$ cat config.mk
export PLATFORM = sky130hd
export DESIGN_NAME = speaker_source_arbiter
export DESIGN_NICKNAME = d
export VERILOG_FILES = /design/src/rtl/core/spk_arb_pkg.sv /design/src/rtl/core/speaker_source_arbiter.sv
export SDC_FILE = /design/constraint.sdc
export NUM_CORES = 1
export LEC_CHECK = 0
export BUFFER_PORTS_ARGS = -buffer_cell sky130_fd_sc_hd__buf_4
export CAP_MARGIN = 20
export CORE_ASPECT_RATIO = 2
export CORE_MARGIN = 2
export CORE_UTILIZATION = 30
export DETAILED_ROUTE_END_ITERATION = 6
export PLACE_DENSITY = 0.59
export SYNTH_ARGS = -nofsm -noshare
export SYNTH_HDL_FRONTEND = slang
export SYNTH_SLANG_ARGS = --single-unit
$ cat constraint.sdc
create_clock -name i_clk -period 5.5 [get_ports i_clk]
set_input_delay 0.825 -clock i_clk [delete_from_list [all_inputs] [get_ports i_clk]]
set_output_delay 0.825 -clock i_clk [all_outputs]
set_load 0.005 [all_outputs]
$ cat src/rtl/core/spk_arb_pkg.sv
// ----------------------------------------------------------------------------
// spk_arb_pkg
// Shared types and codes for the speaker source arbiter.
// ----------------------------------------------------------------------------
package spk_arb_pkg;

    localparam int unsigned GEN_W    = 32;
    localparam int unsigned TIME_W   = 48;
    localparam int unsigned BUDGET_W = 20;
    localparam int unsigned DL_W     = TIME_W + 1;

    localparam logic [BUDGET_W-1:0] BUDGET_RESET = 20'd3000;

    typedef enum logic [1:0] {
        REQ_BEGIN_SESSION = 2'd0,
        REQ_PLAYBACK      = 2'd1,
        REQ_FINISHED      = 2'd2,
        REQ_TICK          = 2'd3
    } t_req_type;

    typedef enum logic [1:0] {
        SRC_CRITICAL  = 2'd0,
        SRC_REMINDER  = 2'd1,
        SRC_CLOUD     = 2'd2,
        SRC_PROACTIVE = 2'd3
    } t_source;

    typedef enum logic [1:0] {
        VERDICT_DENIED   = 2'd0,
        VERDICT_GRANTED  = 2'd1,
        VERDICT_DEFERRED = 2'd2,
        VERDICT_NONE     = 2'd3
    } t_verdict;

endpackage

$ cat src/rtl/core/speaker_source_arbiter.sv
// Pipeline: a request is captured in the input register, and its result in the result
//   register. Throughput: one request per cycle while the result channel is not stalled.
//   The state update for a request is combinational between the input and result registers.
// Reset: synchronous, active low. Arbitration state clears, the budget returns to
//   3000 ms, and both pipeline registers come up empty.
// ----------------------------------------------------------------------------
// speaker_source_arbiter
// Arbitrates one speaker among four audio sources, with a deferred local
// reminder that is started on finish or forced on a deadline tick.
// ----------------------------------------------------------------------------
module speaker_source_arbiter
    import spk_arb_pkg::*;
(
    input  logic                i_clk,
    input  logic                i_rst_n,
    // configuration: reminder budget in ms
    input  logic                i_cfg_we,
    input  logic [BUDGET_W-1:0] i_cfg_wdata,
    // request channel
    input  logic                i_in_valid,
    output logic                o_in_stall,
    input  logic [1:0]          i_req_type,
    input  logic [GEN_W-1:0]    i_generation,
    input  logic [1:0]          i_source,
    input  logic [TIME_W-1:0]   i_now_ms,
    // result channel
    output logic                o_out_valid,
    input  logic                i_out_stall,
    output logic [1:0]          o_verdict,
    output logic                o_reminder_started,
    output logic                o_speaker_busy,
    output logic [1:0]          o_active_source,
    output logic                o_normal_was_preempted
);

    // Configuration register
    logic [BUDGET_W-1:0] r_budget;

    // Input register
    logic                r_in_valid;
    t_req_type           r_req_type;
    logic [GEN_W-1:0]    r_generation;
    t_source             r_source;
    logic [TIME_W-1:0]   r_now_ms;

    // Arbitration state
    logic [GEN_W-1:0]    r_live_gen;
    logic                r_busy;
    t_source             r_holder;
    logic                r_preempt;
    logic                r_rem_pending;
    logic [DL_W-1:0]     r_rem_deadline;

    logic [GEN_W-1:0]    n_live_gen;
    logic                n_busy;
    t_source             n_holder;
    logic                n_preempt;
    logic                n_rem_pending;
    logic [DL_W-1:0]     n_rem_deadline;
    t_verdict            n_verdict;
    logic                n_started;

    // Result register
    logic                r_out_valid;
    t_verdict            r_verdict;
    logic                r_started;
    logic                r_out_busy;
    t_source             r_out_source;
    logic                r_out_preempt;

    logic                advance;
    logic                in_take;
    logic [DL_W-1:0]     now_ext;
    logic [DL_W-1:0]     deadline_sum;
    logic                in_budget;

    // The stage moves whenever the result register is free or being drained.
    assign advance    = !r_out_valid || !i_out_stall;
    assign o_in_stall = r_in_valid && !advance;
    assign in_take    = i_in_valid && !o_in_stall;

    assign now_ext      = {1'b0, r_now_ms};
    assign deadline_sum = now_ext + {{(DL_W-BUDGET_W){1'b0}}, r_budget};
    assign in_budget    = now_ext <= r_rem_deadline;

    // Next arbitration state and verdict for the request in the input register
    always_comb begin
        n_live_gen     = r_live_gen;
        n_busy         = r_busy;
        n_holder       = r_holder;
        n_preempt      = r_preempt;
        n_rem_pending  = r_rem_pending;
        n_rem_deadline = r_rem_deadline;
        n_verdict      = VERDICT_NONE;
        n_started      = 1'b0;
        case (r_req_type)
            REQ_BEGIN_SESSION: begin
                // new session: drop all playback state, keep the stored holder
                n_live_gen     = r_generation;
                n_busy         = 1'b0;
                n_preempt      = 1'b0;
                n_rem_pending  = 1'b0;
                n_rem_deadline = '0;
            end
            REQ_PLAYBACK: begin
                if (r_generation != r_live_gen) begin
                    n_verdict = VERDICT_DENIED;
                end else if (r_source == SRC_CRITICAL) begin
                    // a current-generation critical request always wins; mark a displaced normal source
                    if (r_busy && r_holder != SRC_CRITICAL) begin
                        n_preempt = 1'b1;
                    end
                    n_busy    = 1'b1;
                    n_holder  = SRC_CRITICAL;
                    n_verdict = VERDICT_GRANTED;
                end else if (!r_busy) begin
                    n_busy    = 1'b1;
                    n_holder  = r_source;
                    n_verdict = VERDICT_GRANTED;
                end else begin
                    // hold one reminder behind a normal source, drop the rest
                    if (r_source == SRC_REMINDER && r_holder != SRC_CRITICAL &&
                        !r_rem_pending) begin
                        n_rem_pending  = 1'b1;
                        n_rem_deadline = deadline_sum;
                    end
                    n_verdict = VERDICT_DEFERRED;
                end
            end
            REQ_FINISHED: begin
                n_busy    = 1'b0;
                n_preempt = 1'b0;
                if (r_rem_pending && in_budget) begin
                    n_rem_pending  = 1'b0;
                    n_rem_deadline = '0;
                    n_busy         = 1'b1;
                    n_holder       = SRC_REMINDER;
                    n_started      = 1'b1;
                end
            end
            REQ_TICK: begin
                // deadline passed: seize the speaker for the held reminder
                if (r_rem_pending && !in_budget) begin
                    n_rem_pending  = 1'b0;
                    n_rem_deadline = '0;
                    n_busy         = 1'b1;
                    n_holder       = SRC_REMINDER;
                    n_preempt      = 1'b0;
                    n_started      = 1'b1;
                end
            end
            default: begin
                n_verdict = VERDICT_NONE;
            end
        endcase
    end

    // Control and state registers
    always_ff @(posedge i_clk) begin
        if (!i_rst_n) begin
            r_budget       <= BUDGET_RESET;
            r_in_valid     <= 1'b0;
            r_out_valid    <= 1'b0;
            r_live_gen     <= '0;
            r_busy         <= 1'b0;
            r_holder       <= SRC_CRITICAL;
            r_preempt      <= 1'b0;
            r_rem_pending  <= 1'b0;
            r_rem_deadline <= '0;
        end else begin
            if (i_cfg_we) begin
                r_budget <= i_cfg_wdata;
            end
            if (advance) begin
                r_out_valid <= r_in_valid;
            end
            // an empty input register takes a request even while the result is held
            if (advance || !r_in_valid) begin
                r_in_valid <= in_take;
            end
            if (advance && r_in_valid) begin
                r_live_gen     <= n_live_gen;
                r_busy         <= n_busy;
                r_holder       <= n_holder;
                r_preempt      <= n_preempt;
                r_rem_pending  <= n_rem_pending;
                r_rem_deadline <= n_rem_deadline;
            end
        end
    end

    // Payload registers
    always_ff @(posedge i_clk) begin
        if (in_take) begin
            r_req_type   <= t_req_type'(i_req_type);
            r_generation <= i_generation;
            r_source     <= t_source'(i_source);
            r_now_ms     <= i_now_ms;
        end
        if (advance && r_in_valid) begin
            r_verdict     <= n_verdict;
            r_started     <= n_started;
            r_out_busy    <= n_busy;
            r_out_source  <= n_busy ? n_holder : SRC_CRITICAL;
            r_out_preempt <= n_preempt;
        end
    end

    assign o_out_valid            = r_out_valid;
    assign o_verdict              = r_verdict;
    assign o_reminder_started     = r_started;
    assign o_speaker_busy         = r_out_busy;
    assign o_active_source        = r_out_source;
    assign o_normal_was_preempted = r_out_preempt;

endmodule

Word-level counts from Yosys, hierarchy flattened
Cells that the tools add are included.
- muxes and demuxes: 34
- magnitude comparators: 1
- reductions and logical operators: 23
- equality and inequality tests: 11
- $add $sub $neg: 1
- operators with widths (operator ; count):
    2-to-1 mux 49 bit ; 6
    one-hot mux 49 bit (4 select lines) ; 1
    adder 48 x 20 -> 49 bit ; 1
    <= comparator 48 x 49 -> 1 bit ; 1
    inequality test 32 bit ; 1
    2-to-1 mux 2 bit ; 8
    2-to-1 mux 1 bit ; 14
    inequality test 2 bit, second input constant ; 6
    logical AND 1 bit ; 8
    one-hot mux 1 bit (4 select lines) ; 2
    logical NOT 1 bit ; 7
    AND reduction 7 bit ; 1
    one-hot mux 2 bit (3 select lines) ; 1
    == test 2 x 1 -> 1 bit, second input constant ; 2
    == test 2 bit, second input constant ; 2
    logical NOT 2 bit ; 2
    one-hot mux 1 bit (3 select lines) ; 1
    logical OR 1 bit ; 2
    one-hot mux 1 bit (2 select lines) ; 1
    AND reduction 2 bit ; 1
    nonzero test 2 bit ; 1
    OR reduction 2 bit ; 1
- output and inout port bits: 9
- bits in registers: 199
- bits of input ports: 109
- logic and storage cells: 88

Longest topological paths before layout
Gate-level depths: netlist (run 1).
- depth in word-level cells: 8
- gate-level depth with buffers: 12
- gate-level depth less buffers: 11

Least setup slack after synthesis (run 1)
Ideal clock, no wire load.
- kind: in2reg
- start point: input port i_out_stall
- end point: register r_generation[0] (enable)
- required time: 4963 ps
- stages on the path: 2
- setup slack: 190 ps
- path buffers: 0
- data arrival time: 4773 ps
- library setup time: 537 ps
- path through: and3_1 > nor2b_1
- word-level cells in the longest chain between the ends: 6
- RTL lines (element ; line ; source):
    start, declared ; speaker_source_arbiter.sv:28 ; input logic i_out_stall,
    logical NOT 1 bit ; speaker_source_arbiter.sv:78 ; assign advance = !r_out_valid || !i_out_stall;
    logical OR 1 bit ; speaker_source_arbiter.sv:78 ;
    logical NOT 1 bit ; speaker_source_arbiter.sv:79 ; assign o_in_stall = r_in_valid && !advance;
    logical AND 1 bit ; speaker_source_arbiter.sv:79 ;
    logical NOT 1 bit ; speaker_source_arbiter.sv:80 ; assign in_take = i_in_valid && !o_in_stall;
    logical AND 1 bit ; speaker_source_arbiter.sv:80 ;
    net in_take ; speaker_source_arbiter.sv:72 ; logic in_take;
    end signal, assigned ; speaker_source_arbiter.sv:196 ; r_generation <= i_generation;
    end, declared ; speaker_source_arbiter.sv:42 ; logic [GEN_W-1:0] r_generation;
The timed path passes the listed nets, and every way through them passes these cells.
A chain may end at the register's enable or synchronous reset.

Final worst setup path (run 1)
- start point: register r_now_ms[36]
- end point: register r_rem_deadline[0]
- word-level cells in the longest chain between the ends: 5
- elaborated cells between the ends (all ways): 7
- those cells by class: order compare: 1; eq/ne: 2; reduce/logical: 4
- RTL lines (element ; line ; source):
    start, declared ; speaker_source_arbiter.sv:44 ; logic [TIME_W-1:0] r_now_ms;
    start signal, assigned ; speaker_source_arbiter.sv:198 ; r_now_ms <= i_now_ms;
    <= comparator 48 x 49 -> 1 bit (*) ; speaker_source_arbiter.sv:84 ; assign in_budget = now_ext <= r_rem_deadline;
    logical NOT 1 bit ; speaker_source_arbiter.sv:143 ; if (r_rem_pending && !in_budget) begin
    logical AND 1 bit ; speaker_source_arbiter.sv:143 ;
    inequality test 2 bit (no line) ; n/a ;
    AND reduction 7 bit (no line) (*) ; n/a ;
    end signal, assigned ; speaker_source_arbiter.sv:187 ; r_rem_deadline <= n_rem_deadline;
    end, declared ; speaker_source_arbiter.sv:52 ; logic [DL_W-1:0] r_rem_deadline;
Mark *: on every way between the ends. The rest lies on a longest branch, timed or not.

==> results.txt, run 1 <==
The run finished with clean final reports. The first-pass GRT wire length came out at 40.1 mm. The number of hold violations in the final report came out at 0. The mean post-synth cell area is 10.1 sq um. The fraction of synthesized cell area taken by the top area cell type came out at 27.7%.

The final max-slew violation count came to 0. The number of setup violations in the final report is 0. In this run the cell area measured after placement is 0.0112 sq mm. The final worst hold slack came out at 455 ps. The clock-pin slew reported for the worst setup and hold paths after clock tree synthesis came out at 80 ps. After synthesis, the cell types taking the most area are edfxtp_1 (28%), dfxtp_1 (22%), ha_1 (8.6%). The count of unresolved DRC violations after routing came out at 0. The number of flops mapped to enable cells by yosys is 91. The final net count came out at 1,258. The clock sink count is 199. The synthesis-to-layout area growth came out at 19.6%. In this run the vertical extent of the chip is 260 um. The number of diodes added for antenna fixing is 0. The overall via count from detail_route came out at 7,517.

The cell taking the most area after synthesis is edfxtp_1. The post-synthesis cell type count came out at 58. At the end of routability-driven placement, the weighted congestion stood at 0.877.

For the final database, setup skew stands at 11.5 ps. STA classifies the critical path endpoint as a flop. The number of resized instances in the post-cts repair step came out at 0. The number of setup buffers added after CTS is 0. The power per cell area is 276 mW/mm^2.

Static timing analysis puts the maximum clock frequency at 270 MHz. Counting every instance in the synthesized netlist gives 973. The end point of the most critical hold path is r_rem_deadline[45]$_SDFFE_PN0P_. In the synthesized netlist the dominant register cell turns out to be dfxtp_1. The aggregate routed wire length came out at 25.3 mm. The most frequent cell after synthesis is nand2_1. The maximum fanout encountered on the critical timing path came out at 38. Row generation in the floorplan step produced 93 rows. The total clock buffers created by CTS is 17.

In this run the worst hold path is classified as flop to flop. Prior to clock tree synthesis, the placed netlist has a worst setup slack of 1790 ps. The maximum VDD drop came out at 0.218 mV. The via count of the first global-routing pass is 7,790. The total negative slack for setup checks came out at 0 ps.

The I/O pin count came out at 118. The data arrival at the endpoint of the critical path is 4080 ps. The final design area excluding fillers is 0.0118 sq mm. The post-route minimum period is 3700 ps. The worst hold path depth came out at 2.

The buffer levels on the longest clock path is 2. The initial antenna violation count came to 0. The sum of overflow across all layers after global routing is 0. The wire length per cell after detailed routing came out at 16.7 um. The synthesized cell area came out at 0.00986 sq mm. The launch point of the worst reg-to-reg path is r_now_ms[36]$_DFFE_PP_. Setup repair after global routing left no endpoint under its margin. The area of the die is 0.0344 sq mm.

The critical path starts at r_now_ms[36]$_DFFE_PP_. The final period utilization came out at 67.2%. The required arrival time at the worst endpoint came out at 5880 ps. The pin slew with the least headroom to its limit came out at 1010 ps. The tool flagged a number of max-cap violations equal to 0.

The count of synthesis-stage warnings from yosys is 0. The static leakage power is 4.28 nW. The global-route usage over all layers came out at 15.0%. Counting cells, the worst reg-to-reg path comes to 10. CTS built an H-tree with a depth of 4. The number of buffers inserted for hold repair after clock tree synthesis came out at 0. The initial standard-cell utilization of the core is 30.5%. The number of nets with antenna violations after routing came out at 0. The die outline width came out at 132 um. After synthesis the netlist holds a flip-flop and latch count of 199. The synthesized net count came out at 1,151. TritonCTS built the clock tree. The number of design-rule violations left by the first detailed-router iteration is 348. Dividing the detail-routed via count by the number of cells gives 4.95. The worst pin sits at a relative slew slack of 32.8%.

The tree is rooted in a clkbuf_16. The register-to-register path setup slack is 1800 ps. The floorplan step defined a core boundary enclosing 0.0323 sq mm. The utilization of the core after routing is 36.4%. The pin count of the biggest net entering global routing is 85. In the synthesized netlist, the cells that appear most often are nand2_1 (138), dfxtp_1 (108), edfxtp_1 (91).

The worst setup path is of the flop to flop kind. The worst setup path is launched from a flop. Of all flip-flops after synthesis, the portion carrying an async set or reset was 0%. Across all setup checks in the final design, the least slack found is 1800 ps. The fraction of the yosys area taken by sequential cells came out at 49.7%. Fill cells in the final layout number 3,322.

The endpoint identified for the worst register-to-register timing path is r_rem_deadline[0]$_SDFFE_PN0P_. The detailed placer's ending HPWL came out at 19.0 mm. The first TritonRoute pass finished after 5 iterations.

The startpoint of the worst hold path is r_rem_deadline[45]$_SDFFE_PN0P_. The total of buffers placed on input and output ports is 117. The later-pin clock latency in the skew report came out at 450 ps.

The ratio of cells with drive above 1 in the final layout came out at 15.2%.
## worst max-delay path by stage
stage                                                  to  slack (ps)
after CTS                  r_rem_deadline[0]$_SDFFE_PN0P_        1760
final                      r_rem_deadline[0]$_SDFFE_PN0P_        1800
after global placement    r_rem_deadline[28]$_SDFFE_PN0P_        1940
after detailed placement   r_rem_deadline[0]$_SDFFE_PN0P_        1790
after floorplan                 r_generation[0]$_DFFE_PP_         190
after global routing      r_rem_deadline[28]$_SDFFE_PN0P_        1550
## layout by cell type (no fill, tap or decap), types with 36 or more instances in the layout
master    netlist  final
nand2_1       138    138
a21oi_1        73     73
inv_1          63     62
o32ai_1        36     36
buf_4           1    123
dfxtp_1       108    108
ha_1           68     68
nor2_1         46     46
xnor2_1        66     66
edfxtp_1       91     91
## where the power goes
group	internal [mW]	switching [mW]	total, mW
registers	1.61	0.0513	1.66
clock network	0.640	0.596	1.24
logic	0.171	0.194	0.365
total	2.42	0.841	3.26
## worst max-delay path: stages, from the launching register on
cell and delay (ps):
edfxtp_1 500, ha_1 350, and4_1 250, nand4_2 150, nor4_4 440, nand4_2 200
a41oi_2 280, nand4_1 200, a31oi_4 470, buf_4 530, mux2i_1 250
## per-stage QoR
| step | std cells | total power, mW |
|---|---|---|
| detailed placement | 1487 | 2.06 |
| global route | 1520 | 3.41 |
| finish | 1520 | 3.26 |
| floorplan | 973 | 1.91 |
| global placement | 1486 | 2.05 |
| CTS | 1519 | 3.31 |
## per-layer routing
metal	part of all wire, %	vias up	global-route usage [%]
met1	35	3549	13.9
met2	57	175	30.0
met3	3.6	61	3.09
met4	4.5	0	8.54
li1	-	3732	-
met5	0	-	0
## area by class of cell
cell class / count / area (sq um) / share of cell area, %
clock inverters: 13 / 140 / 1.19
flip-flops and latches: 199 / 4890 / 41.5
clock buffers: 19 / 433 / 3.67
repair buffers: 125 / 962 / 8.16
well taps: 427 / 534 / 4.53
multi-input cells: 674 / 4590 / 38.9
inverters: 63 / 236 / 2.01
## registers in the layout, indices dropped and copies added (netlist names), 2 cells and up
| register | count |
|---|---|
| r_rem_deadline | 49 |
| r_now_ms | 48 |
| r_generation | 32 |
| r_live_gen | 32 |
| r_budget | 20 |
| o_active_source | 2 |
| o_verdict | 2 |
| r_holder | 2 |
| r_req_type | 2 |
| r_source | 2 |
## cell families after synthesis
logic type,count (synthesis),synth area share [%]
compound gates,201,13.4
simple gates,297,14.2
fa+ha+maj,69,8.83
xor+xnor,76,6.75
buf+inv,100,4.02
flops,199,49.7
mux,31,3.15
No activity file was read; power rests on OpenSTA's default activity.
==> run 2: changes to the inputs <==
==> constraint.sdc (replaced) <==
create_clock -name i_clk -period 3 [get_ports i_clk]
set_input_delay 0.45 -clock i_clk [delete_from_list [all_inputs] [get_ports i_clk]]
set_output_delay 0.45 -clock i_clk [all_outputs]
set_load 0.005 [all_outputs]
==> results.txt, run 2 (synthesis results as in run 1) <==
Dividing the detail-routed wire length by the instance count gives 16.6 um. For this design the static power due to leakage is 4.67 nW. Among cell families on the critical path, the largest total delay comes from simple AND/OR/NAND/NOR gates. The final estimated routing congestion in global placement is 0.891.

The initial standard-cell utilization of the core came out at 30.5%. The register-to-register path setup slack is -20 ps. The final max-slew violation count came to 0. In this run switching power makes up 25.8% of total power. The detailed placer's ending HPWL is 19.6 mm. On the worst path, the slowest cell contributes a delay of 410 ps. The total clock buffers created by CTS is 17.

Measured along the x axis, the die boundary spans 132 um. The floorplan step defined a core boundary enclosing 0.0323 sq mm. After detailed routing, the number of vias per cell comes to 4.88. In this run, post-CTS hold repair placed 0 buffers. For this run, the total global-route usage over all layers was measured as 15.1%. The library cell contributing the largest single delay on the critical path is edfxtp_1. The aggregate routed wire length came out at 26.2 mm. The via count of the first global-routing pass is 7,915.

The number of hold violations in the final report came out at 0. The checks that failed: negative setup slack. The maximum fanout encountered on the critical timing path came out at 6. The end point of the most critical hold path is r_generation[23]$_DFFE_PP_. TritonCTS built the clock tree. The CTS H-tree depth is 4. In the final layout, the registers with the most flip-flops are r_rem_deadline x49, r_now_ms x48. The setup slack of the critical path after layout came out at -20.6 ps.

The clock sink count came out at 199. The first-pass GRT wire length is 40.3 mm. The number of flip-flops in the largest register came out at 49. The number of setup violations in the final report is 3.

The share of total power dissipated in the clock network is 38.7%. The row count came out at 93. The synthesis-to-layout area growth came out at 27.2%. The combinational cell fraction of total power came out at 12.5%.

Setup repair after global routing could not meet its margin everywhere. The total chip power came out at 6.20 mW. The later-pin clock latency in the skew report is 450 ps. Power spread over the standard cell area amounts to 494 mW/mm^2.

The die covers 0.0344 sq mm. The commonest non-fill, non-tap cell in the layout is buf_4. Per report_power, the sequential group accounts for 48.8% of the total. Port buffering added 117 buffers.

Dividing the final minimum period by the clock period gives 101%. The worst setup path is launched from a flop. The buffer levels on the longest clock path came out at 2. The min-delay analysis places its worst path in the category primary input to flop. The overall via count from detail_route came out at 7,720.

Along the worst hold path, the cell count comes to 1. The register with the highest flop count is r_rem_deadline. The top cell types in the final layout, fill and taps aside, are buf_4 (178), nand2_1 (138), dfxtp_1 (108). The post-route minimum period is 3020 ps. The repair_antennas step left the layout with diodes totalling 0. After clock tree synthesis, the clock-pin slew on the worst setup and hold paths is 80 ps. The filler cell count came out at 3,269. In this run the count of I/O pins placed on the die edge is 118.

The run finished, with violations left. In this run the vertical extent of the chip is 260 um. The final worst hold slack is 164 ps.

The number of cell instances on the worst register-to-register path is 11. Traced cell by cell, the critical path runs through ha_1 > and4b_2 > nand4_4 > nor4_4 > nand4_2 > a41o_1 > o211ai_4 > a31oi_4 > buf_6 > clkbuf_16 > o32ai_1. The startpoint identified for the worst register-to-register timing path is r_now_ms[47]$_DFFE_PP_. The power spent charging and discharging nets is 1.60 mW. The startpoint identified for the worst hold timing path is i_generation[23].

The number of max-cap violations came out at 0. Measured against its own limit, the worst slew margin works out to 49.8%. The net count of the finished layout is 1,321. The critical path is of the flop to flop type. The first-pass detailed-route iteration total came out at 4. The count of nets left with antenna violations once routing finished came out at 0. The pin count of the biggest net entering global routing came out at 44. The internal power of the cells totals 4.60 mW. The initial antenna violation count is 0. The total overflow left after global routing is 0. The root buffer selected by CTS is clkbuf_16.

The maximum operating frequency came out at 331 MHz. The number of design-rule violations left by the first detailed-router iteration came out at 308. The pin slew with the least headroom to its limit is 751 ps.

The destination of the worst register-to-register timing path is r_rem_deadline[33]$_SDFFE_PN0P_. For the worst setup path, the data arrival time is 3370 ps. The critical path buffer and inverter count is 2. The worst setup path is captured at a flop. The count of unresolved DRC violations after routing is 0. Across the VDD grid, the largest voltage drop is 0.434 mV. For the final database, setup skew stands at 19.5 ps. For the worst setup path, the data required time is 3350 ps. The ratio of cells with drive above 1 in the final layout is 21.5%.
[run 2: cell type report]
class,instances,area (sq um),share of cell area (%)
Sequential cell,199,4890,39.0
Multi-Input combinational cell,674,4730,37.7
Timing Repair Buffer,188,1530,12.2
Tap cell,427,534,4.26
Clock buffer,19,433,3.45
Inverter,63,236,1.89
Clock inverter,13,178,1.42
[run 2: metrics by stage]
step	TNS, ps	std cells	area [sq um]	util (%)	worst slack [ps]
CTS	0	1572	12300	37.9	2.45
global route	-3760	1583	12500	38.8	-129
global placement	0	1539	11600	36.0	55.6
detailed placement	-128	1539	11600	36.0	-39.1
floorplan	0	973	9870	-	184
finish	-40.8	1583	12500	38.8	-20.6
[run 2: what timing repair did]
action	CTS	global route
pin swaps	2	11
cloned	0	3
endpoints found under the setup margin	27	50
gates resized for setup	0	25
setup buffers	1	8
[run 2: power groups by stage]
stage	Combinational, mW	Clock [mW]	Sequential, mW
final	0.774	2.40	3.02
after global routing	0.854	2.59	3.03
after CTS	0.756	2.49	3.03
after detailed placement	0.752	0	3.09
after global placement	0.741	0	3.09
after floorplan	0.425	0	3.07
[run 2: worst max-delay path by stage]
stage	startpoint	end	slack, ps	depth (start not counted)
after CTS	r_now_ms[34]$_DFFE_PP_	r_rem_deadline[41]$_SDFFE_PN0P_	2	10
final	r_now_ms[47]$_DFFE_PP_	r_rem_deadline[33]$_SDFFE_PN0P_	-20	11
after global placement	r_now_ms[32]$_DFFE_PP_	r_rem_deadline[35]$_SDFFE_PN0P_	60	9
after global routing	r_now_ms[47]$_DFFE_PP_	r_rem_deadline[31]$_SDFFE_PN0P_	-130	11
after detailed placement	r_now_ms[32]$_DFFE_PP_	r_rem_deadline[27]$_SDFFE_PN0P_	-40	9
after floorplan	r_now_ms[38]$_DFFE_PP_	r_rem_deadline[15]$_SDFFE_PN0P_	180	11
[run 2: routing by layer]
metal | track usage (%) | share of wire [%]
met5 | 0 | 0
met4 | 8.75 | 5.0
met3 | 2.74 | 3.2
met2 | 30.5 | 58
met1 | 13.8 | 34
